$ cat src/tbfe_pkg.sv
`default_nettype none
package tbfe_pkg;

  localparam int FRAME_BITS  = 13;
  localparam int CHAIN_LEN   = FRAME_BITS + 1;
  localparam int SLOW_LEVELS = 16;
  localparam int COUNT_W     = 5;

  localparam logic [SLOW_LEVELS-1:0] SLOW_ONE  = 16'h5555;
  localparam logic [SLOW_LEVELS-1:0] SLOW_ZERO = 16'h3333;

  localparam logic [COUNT_W-1:0] FAST_ONE_COUNT  = 5'd2;
  localparam logic [COUNT_W-1:0] FAST_ZERO_COUNT = 5'd3;
  localparam logic [COUNT_W-1:0] SLOW_COUNT      = 5'd16;
  localparam logic [COUNT_W-1:0] CLOSE_COUNT     = 5'd1;

  typedef struct packed {
    logic valid;
    logic frame_bit;
    logic last;
  } cell_t;

  typedef struct packed {
    logic load;
    logic shift;
  } cell_ctrl_t;

endpackage
`default_nettype wire

$ cat src/tape_byte_frame_encoder_core.sv
`default_nettype none
// A byte's first result goes via the first chain cell and the output register.
// Throughput: fourteen result beats per byte, one per cycle unless the output stalls;
// set by the fourteen-cell frame chain, shifting one cell toward the output per beat.
// A new byte is taken in the cycle the last cell of the previous one leaves.
// Reset (rst, synchronous): chain and output empty, slow_mode 0, line level 0.
module tape_byte_frame_encoder_core
  import tbfe_pkg::*;
(
  input  wire logic        clk,
  input  wire logic        rst,
  input  wire logic        cfg_wr_en,
  input  wire logic [0:0]  cfg_wr_data,
  input  wire logic        s_tvalid,
  output logic             s_tready,
  input  wire logic [7:0]  s_tdata,   // data_byte[7:0]
  output logic             m_tvalid,
  input  wire logic        m_tready,
  output logic [23:0]      m_tdata,   // level_pattern[15:0], level_count[20:16], zero
  output logic             m_tlast    // frame_end
);

  logic                   slow_mode;
  logic                   byte_mode;
  logic                   line_level;
  logic [SLOW_LEVELS-1:0] out_pattern;
  logic [COUNT_W-1:0]     out_count;

  cell_t      chain [CHAIN_LEN];
  cell_t      load_value [CHAIN_LEN];
  cell_ctrl_t ctrl;
  logic       out_free;
  logic       take;

  assign out_free   = !m_tvalid || m_tready;
  assign ctrl.shift = out_free && chain[0].valid;
  assign s_tready   = !chain[1].valid && (!chain[0].valid || ctrl.shift);
  assign take       = s_tvalid && s_tready;
  assign ctrl.load  = take;

  always_comb begin
    for (int i = 0; i < CHAIN_LEN; i++) begin
      load_value[i].valid     = 1'b1;
      load_value[i].frame_bit = 1'b1;
      load_value[i].last      = 1'b0;
    end
    load_value[0].frame_bit = 1'b0;
    for (int i = 0; i < 8; i++) begin
      load_value[i+1].frame_bit = s_tdata[i];
    end
    load_value[9].frame_bit          = ~(^s_tdata);
    load_value[CHAIN_LEN-1].last     = 1'b1;
  end

  for (genvar g = 0; g < CHAIN_LEN; g++) begin : g_cell
    cell_t neighbor;
    if (g == CHAIN_LEN - 1) begin : g_end
      assign neighbor = '0;
    end else begin : g_mid
      assign neighbor = chain[g+1];
    end
    tbfe_cell u_cell (
      .clk        (clk),
      .rst        (rst),
      .ctrl       (ctrl),
      .load_value (load_value[g]),
      .neighbor   (neighbor),
      .slot       (chain[g])
    );
  end

  always_ff @(posedge clk) begin
    if (rst) begin
      slow_mode  <= 1'b0;
      byte_mode  <= 1'b0;
      line_level <= 1'b0;
      m_tvalid   <= 1'b0;
      m_tlast    <= 1'b0;
    end else begin
      if (cfg_wr_en) begin
        slow_mode <= cfg_wr_data[0];
      end
      if (take) begin
        byte_mode <= slow_mode;
      end
      if (ctrl.shift) begin
        m_tvalid <= 1'b1;
        m_tlast  <= chain[0].last;
        if (chain[0].last) begin
          line_level <= ~line_level;
        end
      end else if (m_tready) begin
        m_tvalid <= 1'b0;
      end
    end
  end

  always_ff @(posedge clk) begin
    if (ctrl.shift) begin
      if (chain[0].last) begin
        out_pattern <= {{(SLOW_LEVELS-1){1'b0}}, ~line_level};
        out_count   <= CLOSE_COUNT;
      end else if (byte_mode) begin
        out_pattern <= (chain[0].frame_bit ? SLOW_ONE : SLOW_ZERO)
                       ^ {SLOW_LEVELS{line_level}};
        out_count   <= SLOW_COUNT;
      end else if (chain[0].frame_bit) begin
        out_pattern <= {{(SLOW_LEVELS-2){1'b0}}, line_level, ~line_level};
        out_count   <= FAST_ONE_COUNT;
      end else begin
        out_pattern <= {{(SLOW_LEVELS-3){1'b0}}, line_level, line_level, ~line_level};
        out_count   <= FAST_ZERO_COUNT;
      end
    end
  end

  assign m_tdata = {3'b000, out_count, out_pattern};

endmodule
`default_nettype wire

$ cat src/tbfe_cell.sv
`default_nettype none
module tbfe_cell
  import tbfe_pkg::*;
(
  input  wire logic       clk,
  input  wire logic       rst,
  input  wire cell_ctrl_t ctrl,
  input  wire cell_t      load_value,
  input  wire cell_t      neighbor,
  output cell_t           slot
);

  always_ff @(posedge clk) begin
    if (rst) begin
      slot.valid     <= 1'b0;
      slot.frame_bit <= 1'b0;
      slot.last      <= 1'b0;
    end else if (ctrl.load) begin
      slot <= load_value;
    end else if (ctrl.shift) begin
      slot <= neighbor;
    end
  end

endmodule
`default_nettype wire
$ cat config.mk
export PLATFORM = sky130hd
export DESIGN_NAME = tape_byte_frame_encoder_core
export DESIGN_NICKNAME = d
export VERILOG_FILES = /design/src/tbfe_pkg.sv /design/src/tape_byte_frame_encoder_core.sv /design/src/tbfe_cell.sv
export SDC_FILE = /design/constraint.sdc
export NUM_CORES = 1
export LEC_CHECK = 0
export BUFFER_PORTS_ARGS = -buffer_cell sky130_fd_sc_hd__buf_2
export CAP_MARGIN = 15
export CORE_UTILIZATION = 49
export CTS_CLUSTER_DIAMETER = 80
export DETAILED_ROUTE_END_ITERATION = 8
export PLACE_DENSITY = 0.75
export SYNTH_ARGS = -nofsm -noshare
export SYNTH_HDL_FRONTEND = slang
export SYNTH_SLANG_ARGS = --single-unit
export TNS_END_PERCENT = 20
$ cat constraint.sdc
create_clock -name clk -period 1.1 [get_ports clk]
set_input_delay 0.22 -clock clk [delete_from_list [all_inputs] [get_ports clk]]
set_output_delay 0.22 -clock clk [all_outputs]
set_load 0.02 [all_outputs]
==> run metrics, run 1 <==
number of antenna violations at the first check in global routing=0; clock period minus final worst setup slack=1320 ps; buffers and inverters on the worst path=1; fraction of the cycle the final worst path needs=1.20; Std-Cell Rows=23; Area growth syn-to-layout=21.7%; cts-stage hold buffer count=0; peak supply drop=0.000722 V; share of layout cells above drive strength 1=0.294; most common cell after layout, fill and taps aside=nand2_1; Top Ports=41; HP Start=cfg_wr_data; cell type with the largest total area after synthesis=dfxtp_1; total congestion overflow after global routing=0; DR pass1 iterations=4; maximum number of pins on one net before global-route repair=23; category of cells accounting for the largest share of critical-path delay=flip-flops; leading register cell type out of synthesis=dfxtp_1; final antenna-violating net count=0; setup clock skew after layout=6.33 ps; DRT iter0 DRCs=98; category of the worst setup path launch point=flip-flop; leakage dissipation=0.00105 µW; area of the core=0.00412 mm²; CTS clock-pin slew for the worst setup and hold paths=90 ps; root buffer cell=clkbuf_8; synthesized cell area=0.00217 mm²; vias in the first global route=1460; Total GRT Usage=0.194; deepest clock path buffer count=2; overall power of the completed layout=4030 µW; dominant cells by area after synthesis=dfxtp_1, edfxtp_1, nand2_1, buf_4, a21oi_1; Routed WL=4170 µm; maximum fanout count along the critical path=4; count of max-cap constraint violations=0; total via count after detailed routing=1697; final critical-path setup slack=-217 ps; Crit Path Class=reg -> out; number of warnings reported in the yosys synthesis log=0; die area=0.00470 mm²; quantity of I/O buffers inserted on ports=35; post-synthesis area per instance=9.00 µm²; crit path launch=m_tvalid; slowest stage cell on the critical path=dfxtp_4; Hold Crit Class=in -> reg; CTS tree=built; die span in x=68.5 µm; number of enable-type register cells in the synthesized netlist=10; WL/cell=12.6 µm; setup-violating endpoint count in the final report=53; synthesized netlist cell count=241; Placed Instance Area=0.00241 mm²; CTS sink cnt=52; number of max-slew violations in the final report=0; post-layout net count=296; Post-Place Worst Slack=-170 ps; most frequent cells in the layout=nand2_1, dfxtp_1, buf_2; Post-Layout Inst Area=0.00264 mm²; CP endpoint kind=output port; final weighted congestion in routability-driven placement=0.720; violations in the final reports=setup timing; setup repair after global routing missed its margin=yes; total clock buffers created by CTS=5; Crit path largest cell delay=370 ps; total half-perimeter wirelength after legalization and detailed placement=2790 µm; Antenna diodes=0; clock latency on the worst-skew pair=300 ps; critical path arrival=1100 ps; sequence of cells on the critical path=and2b_4 -> a21oi_2 -> buf_4; area fraction of the dominant cell type after synthesis=0.388; first-pass GRT wire length=6710 µm; source of the worst register-to-register timing path=m_tvalid; hold violation total from the final report=0; total power divided by cell area=1530 mW/mm²; run status=finished with violations; Synth Register Bits=52; critical path required time=880 ps; chip height=68.5 µm; DRC violations left=0; proportion of synthesized chip area in sequential cells=0.526; via density per instance=5.11; effective utilization at floorplan=0.527; number of H-tree levels=2; achievable clock frequency=0.759 GHz; share of synthesized flip-flops with an asynchronous set or reset=0; count of unique library cells instantiated by Yosys=29
## flip-flops by register name, indices dropped and copies added, names as in the netlist
name,flops
out_count,3
m_tlast,1
byte_mode,1
m_tvalid,1
slow_mode,1
line_level,1
out_pattern,7
g_cell.u_cell.slot,37
## routing by layer
layer / up-vias / wire (µm) / track usage
li1: 856 / - / -
met1: 792 / 1830 / 0.244
met2: 45 / 2110 / 0.326
met3: 4 / 191 / 0.0493
met4: 0 / 42 / 0.0547
met5: - / 0 / 0
## cells by family (layout without fill, tap and decap cells)
logic type	Yosys count	count (layout)	synth area share
compound gates	44	44	0.135
xor+xnor	8	8	0.0323
fa+ha+maj	1	1	0.00577
buf+inv	35	72	0.102
flops	52	52	0.526
mux	4	4	0.0185
other cells	1	5	0.00173
simple gates	96	96	0.179
## report_power, final
group | internal, µW | switching (µW) | total (µW) | leakage (µW)
Clock | 681 | 584 | 1270 | 0.0000524
Combinational | 293 | 358 | 651 | 0.000560
Sequential | 2050 | 62.6 | 2110 | 0.000435
## path summary, 6_finish.rpt
kind	to	slack (ps)	cells past startpoint
worst min register to register	g_cell[3].u_cell.slot[0]	460	2
worst max register to register	g_cell[5].u_cell.slot[1]	-180	4
worst min-delay path	slow_mode	160	3
worst max-delay path	s_tready	-220	3
## Yosys cell counts (2+ instances only)
cell and number:
a21oi_1 19, a311oi_1 8, a31oi_1 11, buf_2 6, buf_4 18, buf_6 2, clkbuf_1 3, dfxtp_1 42
edfxtp_1 10, inv_1 5, mux2i_1 4, nand2_1 69, nand2b_1 3, nor2_1 20, xnor2_1 7
## per-stage QoR
stage                     hold slack, ps  cells  setup TNS [ps]   util
after floorplan                      367    245           -1560      -
after global placement               438    321           -3460  0.586
after detailed placement             443    321           -4450  0.586
after CTS                            153    332           -4430  0.635
after global routing                 155    332           -7130  0.642
final                                157    332           -4100  0.642
## timing repair
action,in CTS,in global routing
gates resized for setup,13,7
gates cloned,1,0
pin swaps,4,4
setup buffers,2,0
endpoints found under the setup margin,63,64
## area by class of cell
type	instances	area [µm²]
inverters	6	27.5
repair buffers	58	415
well taps	50	62.6
flip-flops and latches	52	1150
multi-input cells	158	882
clock buffers	7	76.3
clock inverters	1	30.0
fillers	344	1470
## worst register-to-register path, cell delays in order, from the launching register on
cell,delay [ps]
dfxtp_4,370
and2b_4,180
a21o_4,280
buf_4,170
a311oi_2,190
(Power assumes the default switching activity.)
==> run 2, diff against run 1 <==
Settings changed: TNS_END_PERCENT 20 to 10.
==> run metrics, run 2 (synthesized netlist as in run 1, its figures left out) <==
run status=finished with violations; violations in the final reports=setup timing; Area growth syn-to-layout=26.2%; Reg with most FFs=g_cell.u_cell.slot; fraction of the cycle the final worst path needs=1.28; largest registers in the final layout=g_cell.u_cell.slot: 37 flops, out_pattern: 7 flops, out_count: 3 flops; total congestion overflow after global routing=0; Top Ports=41; WL/cell=13.8 µm; CTS sink cnt=52; post-layout net count=304; area of the core=0.00412 mm²; number of max-slew violations in the final report=0; share of layout cells above drive strength 1=0.328; cts-stage hold buffer count=0; DR pass1 iterations=5; Hold Crit Class=in -> reg; number of antenna violations at the first check in global routing=0; root buffer cell=clkbuf_8; achievable clock frequency=0.710 GHz; sequence of cells on the critical path=and2b_4 -> buf_6 -> a21oi_4 -> buf_6; effective utilization at floorplan=0.527; vias in the first global route=1555; die span in x=68.5 µm; total half-perimeter wirelength after legalization and detailed placement=2780 µm; CTS clock-pin slew for the worst setup and hold paths=90 ps; Crit path largest cell delay=350 ps; first-pass GRT wire length=7250 µm; sequential standard cell area=0.00115 mm²; quantity of I/O buffers inserted on ports=35; total clock buffers created by CTS=5; Worst Hold Depth=3; final weighted congestion in routability-driven placement=0.768; worst reg2reg setup slack=-230 ps; Placed Instance Area=0.00243 mm²; maximum fanout count along the critical path=2; final hold slack=151 ps; slowest stage cell on the critical path=dfxtp_4; via density per instance=5.20; peak supply drop=0.000620 V; DRC violations left=0; Final Util=0.666; total via count after detailed routing=1768; Std-Cell Rows=23; flip-flop count of the largest register, all copies and words added=37; Post-Layout Inst Area=0.00274 mm²; setup-violating endpoint count in the final report=58; Crit Path Class=reg -> out; number of H-tree levels=2; clock period minus final worst setup slack=1410 ps; CP endpoint kind=output port; Routed WL=4680 µm; worst r2r dst=g_cell[9].u_cell.slot[1]; setup repair after global routing missed its margin=yes; critical path arrival=1190 ps; fill cell count=325; clock latency on the worst-skew pair=300 ps; HP Start=cfg_wr_data; hold violation total from the final report=0; DRT iter0 DRCs=107; die area=0.00470 mm²; chip height=68.5 µm; deepest clock path buffer count=2; category of the worst setup path launch point=flip-flop; Total GRT Usage=0.214; final critical-path setup slack=-308 ps; most frequent cells in the layout=nand2_1, dfxtp_1, buf_2; count of max-cap constraint violations=0; final antenna-violating net count=0; endpoint with the worst hold slack=slow_mode; total power divided by cell area=1440 mW/mm²; source of the worst register-to-register timing path=m_tvalid; Antenna diodes=0; number of cells on the worst reg-to-reg path=5; CTS tree=built; critical path required time=880 ps; most common cell after layout, fill and taps aside=nand2_1; setup clock skew after layout=7.53 ps; multi-input combinational cell area=947 µm²; Crit path top cell by count=buf_6; leakage dissipation=0.00109 µW; maximum number of pins on one net before global-route repair=23
run 2: cell types whose count changed in the layout (fill, tap and decap cells not counted), moves of 2 or more:
cell	before	now
buf_6	4	9
a21o_4	1	3
a311oi_1	5	2
a311oi_2	3	6
run 2: timing repair:
item	in CTS	in global routing
buffers inserted	4	2
endpoints found under the setup margin	59	72
resized for setup	20	16
cloned	2	0
pin swaps	3	6
endpoints found under the hold margin	0	0
run 2: power breakdown:
part	internal (µW)	leakage, µW	total (µW)	switching, µW
Clock	514	0.0000455	1100	588
Combinational	316	0.000612	709	393
Sequential	2050	0.000435	2120	71.0
Total	2880	0.00109	3930	1050
run 2: critical path, delay by kind of cell, from the launching register on:
family          cells  cell delay (ps)
flops               1              350
buf+inv             2              250
simple gates        1              160
compound gates      1              120
run 2: how the worst max path moves through the flow:
| stage | endpoint | depth (start not counted) | from | slack [ps] |
|---|---|---|---|---|
| after floorplan | byte_mode | 5 | m_tvalid | -80 |
| after global placement | g_cell[5].u_cell.slot[1] | 5 | g_cell[0].u_cell.slot[2] | -120 |
| after detailed placement | g_cell[8].u_cell.slot[1] | 4 | m_tvalid | -160 |
| after CTS | s_tready | 4 | m_tvalid | -330 |
| after global routing | s_tready | 4 | m_tvalid | -350 |
| final | s_tready | 4 | m_tvalid | -310 |
run 2: cell type report:
type                       instances  share of cell area
timing repair buffer              64               0.169
inverter                           6              0.0110
clock buffer                       8              0.0329
multi-input combinational        160               0.346
tap                               50              0.0228
sequential                        52               0.419
run 2: metrics by stage:
| step | total power (µW) | TNS, ps | instances | setup WS [ps] |
|---|---|---|---|---|
| floorplan | 2570 | -1560 | 245 | -82.1 |
| global placement | 2720 | -3900 | 324 | -119 |
| detailed placement | 2740 | -4760 | 324 | -158 |
| CTS | 3880 | -6590 | 338 | -327 |
| global route | 4120 | -10860 | 340 | -346 |
| finish | 3930 | -7910 | 340 | -308 |
run 2: routing by layer:
metal | share of wire | global-route usage
met3 | 0.047 | 0.0609
met5 | 0 | 0
met2 | 0.51 | 0.359
met1 | 0.43 | 0.261
met4 | 0.014 | 0.0755
==> run 3, diff against run 2 <==
Settings changed: CORE_UTILIZATION 49 to 58, PLACE_DENSITY 0.75 to 0.83, SKIP_LAST_GASP from default to 1.
Clock period 1.1 ns to 1.7 ns, I/O delays scaled along.
==> run metrics, run 3 (synthesized netlist as in run 1, its figures left out) <==
run status=complete, no violations; number of placed cells counting well taps=306; share of layout cells above drive strength 1=0.209; CTS sink cnt=52; worst r2r dst=g_cell[7].u_cell.slot[1]; critical path arrival=1270 ps; setup repair after global routing missed its margin=no; most frequent cells in the layout=nand2_1, dfxtp_1, buf_2; Resized cells post-CTS=0; source of the worst register-to-register timing path=g_cell[0].u_cell.slot[2]; endpoint with the worst hold slack=slow_mode; Total GRT Usage=0.212; leakage dissipation=0.000930 µW; total clock buffers created by CTS=5; final weighted congestion in routability-driven placement=0.756; Hold Crit Class=in -> reg; first-pass GRT wire length=6470 µm; setup clock skew after layout=11.1 ps; met1 wire length=1670 µm; maximum fanout count along the critical path=5; maximum number of pins on one net before global-route repair=29; setup-violating endpoint count in the final report=0; number of max-slew violations in the final report=0; clock latency on the worst-skew pair=310 ps; cts-stage hold buffer count=0; highest metal used=met4; worst reg2reg setup slack=260 ps; Area growth syn-to-layout=9.11%; root buffer cell=clkbuf_8; DR pass1 iterations=4; final antenna-violating net count=0; achievable clock frequency=0.622 GHz; deepest clock path buffer count=2; routed wire length on met2=1810 µm; area of the core=0.00347 mm²; peak supply drop=0.000617 V; post-layout net count=282; chip height=63.2 µm; flip-flop count of the largest register, all copies and words added=37; sequential standard cell area=0.00114 mm²; via density per instance=5.13; effective utilization at floorplan=0.626; CTS clock-pin slew for the worst setup and hold paths=90 ps; WL/cell=11.9 µm; fraction of the cycle the final worst path needs=0.946; category of the worst setup path launch point=flip-flop; Routed WL=3740 µm; Post CTS Setup Buffer Count=0; count of max-cap constraint violations=0; number of antenna violations at the first check in global routing=0; total half-perimeter wirelength after legalization and detailed placement=2670 µm; DRT iter0 DRCs=125; post-layout instance count excluding filler cells=314; Worst Hold Depth=3; DRC violations left=0; largest registers in the final layout=g_cell.u_cell.slot: 37 flops, out_pattern: 7 flops, out_count: 3 flops; most common cell after layout, fill and taps aside=nand2_1; vias in the first global route=1426; met3 WL post-DR=211 µm; quantity of I/O buffers inserted on ports=35; critical path required time=1360 ps; Std-Cell Rows=21; Reg with most FFs=g_cell.u_cell.slot; die area=0.00399 mm²; CP endpoint kind=output port; fill cell count=293; Fin Setup TNS=0 ps; hold violation total from the final report=0; HP Start=cfg_wr_data; number of cells on the worst reg-to-reg path=5; clock period minus final worst setup slack=1610 ps; number of H-tree levels=2; total via count after detailed routing=1612; CTS tree=built; multi-input combinational cell area=822 µm²; die span in x=63.2 µm; total power divided by cell area=1000 mW/mm²; Top Ports=41; Antenna diodes=0; total congestion overflow after global routing=0; Crit Path Class=reg -> out
run 3: area by class of cell:
class,count,area share
clock buffers,7,0.0322
multi-input cells,158,0.347
clock inverters,1,0.00211
well taps,46,0.0243
repair buffers,44,0.103
flip-flops and latches,52,0.482
inverters,6,0.00951
run 3: how the worst max path moves through the flow:
stage	startpoint	end	depth (start not counted)	slack (ps)
after global routing	m_tvalid	s_tready	3	30
after detailed placement	m_tready	g_cell[5].u_cell.slot[1]	6	220
after CTS	m_tvalid	s_tready	3	80
after global placement	m_tready	g_cell[5].u_cell.slot[1]	6	270
final	m_tvalid	s_tready	3	90
after floorplan	m_tvalid	s_tready	2	390
run 3: power breakdown:
group | internal, µW | switching (µW) | total [µW]
Combinational | 124 | 207 | 331
Clock | 290 | 387 | 676
Sequential | 1330 | 42.9 | 1370
run 3: critical path: stages, from the launching register on:
cell     delay (ps)
dfxtp_1         350
and2b_4         200
a21oi_1         210
buf_2           200
run 3: layer usage:
layer  GRT usage  up-vias
met5           0        -
met3      0.0725        6
met2       0.337       45
met1       0.263      732
met4      0.0843        0
li1            -      829
run 3: through the flow:
step	worst slack, ps	area (µm²)	hold slack (ps)	utilization	power, µW
6_report	91.9	2370	264	0.683	2380
5_1_grt	29.5	2370	312	0.683	2480
4_1_cts	76.3	2370	274	0.683	2390
3_5_place_dp	215	2290	444	0.659	1730
3_3_place_gp	270	2290	439	0.659	1720
2_1_floorplan	386	2180	431	-	1660
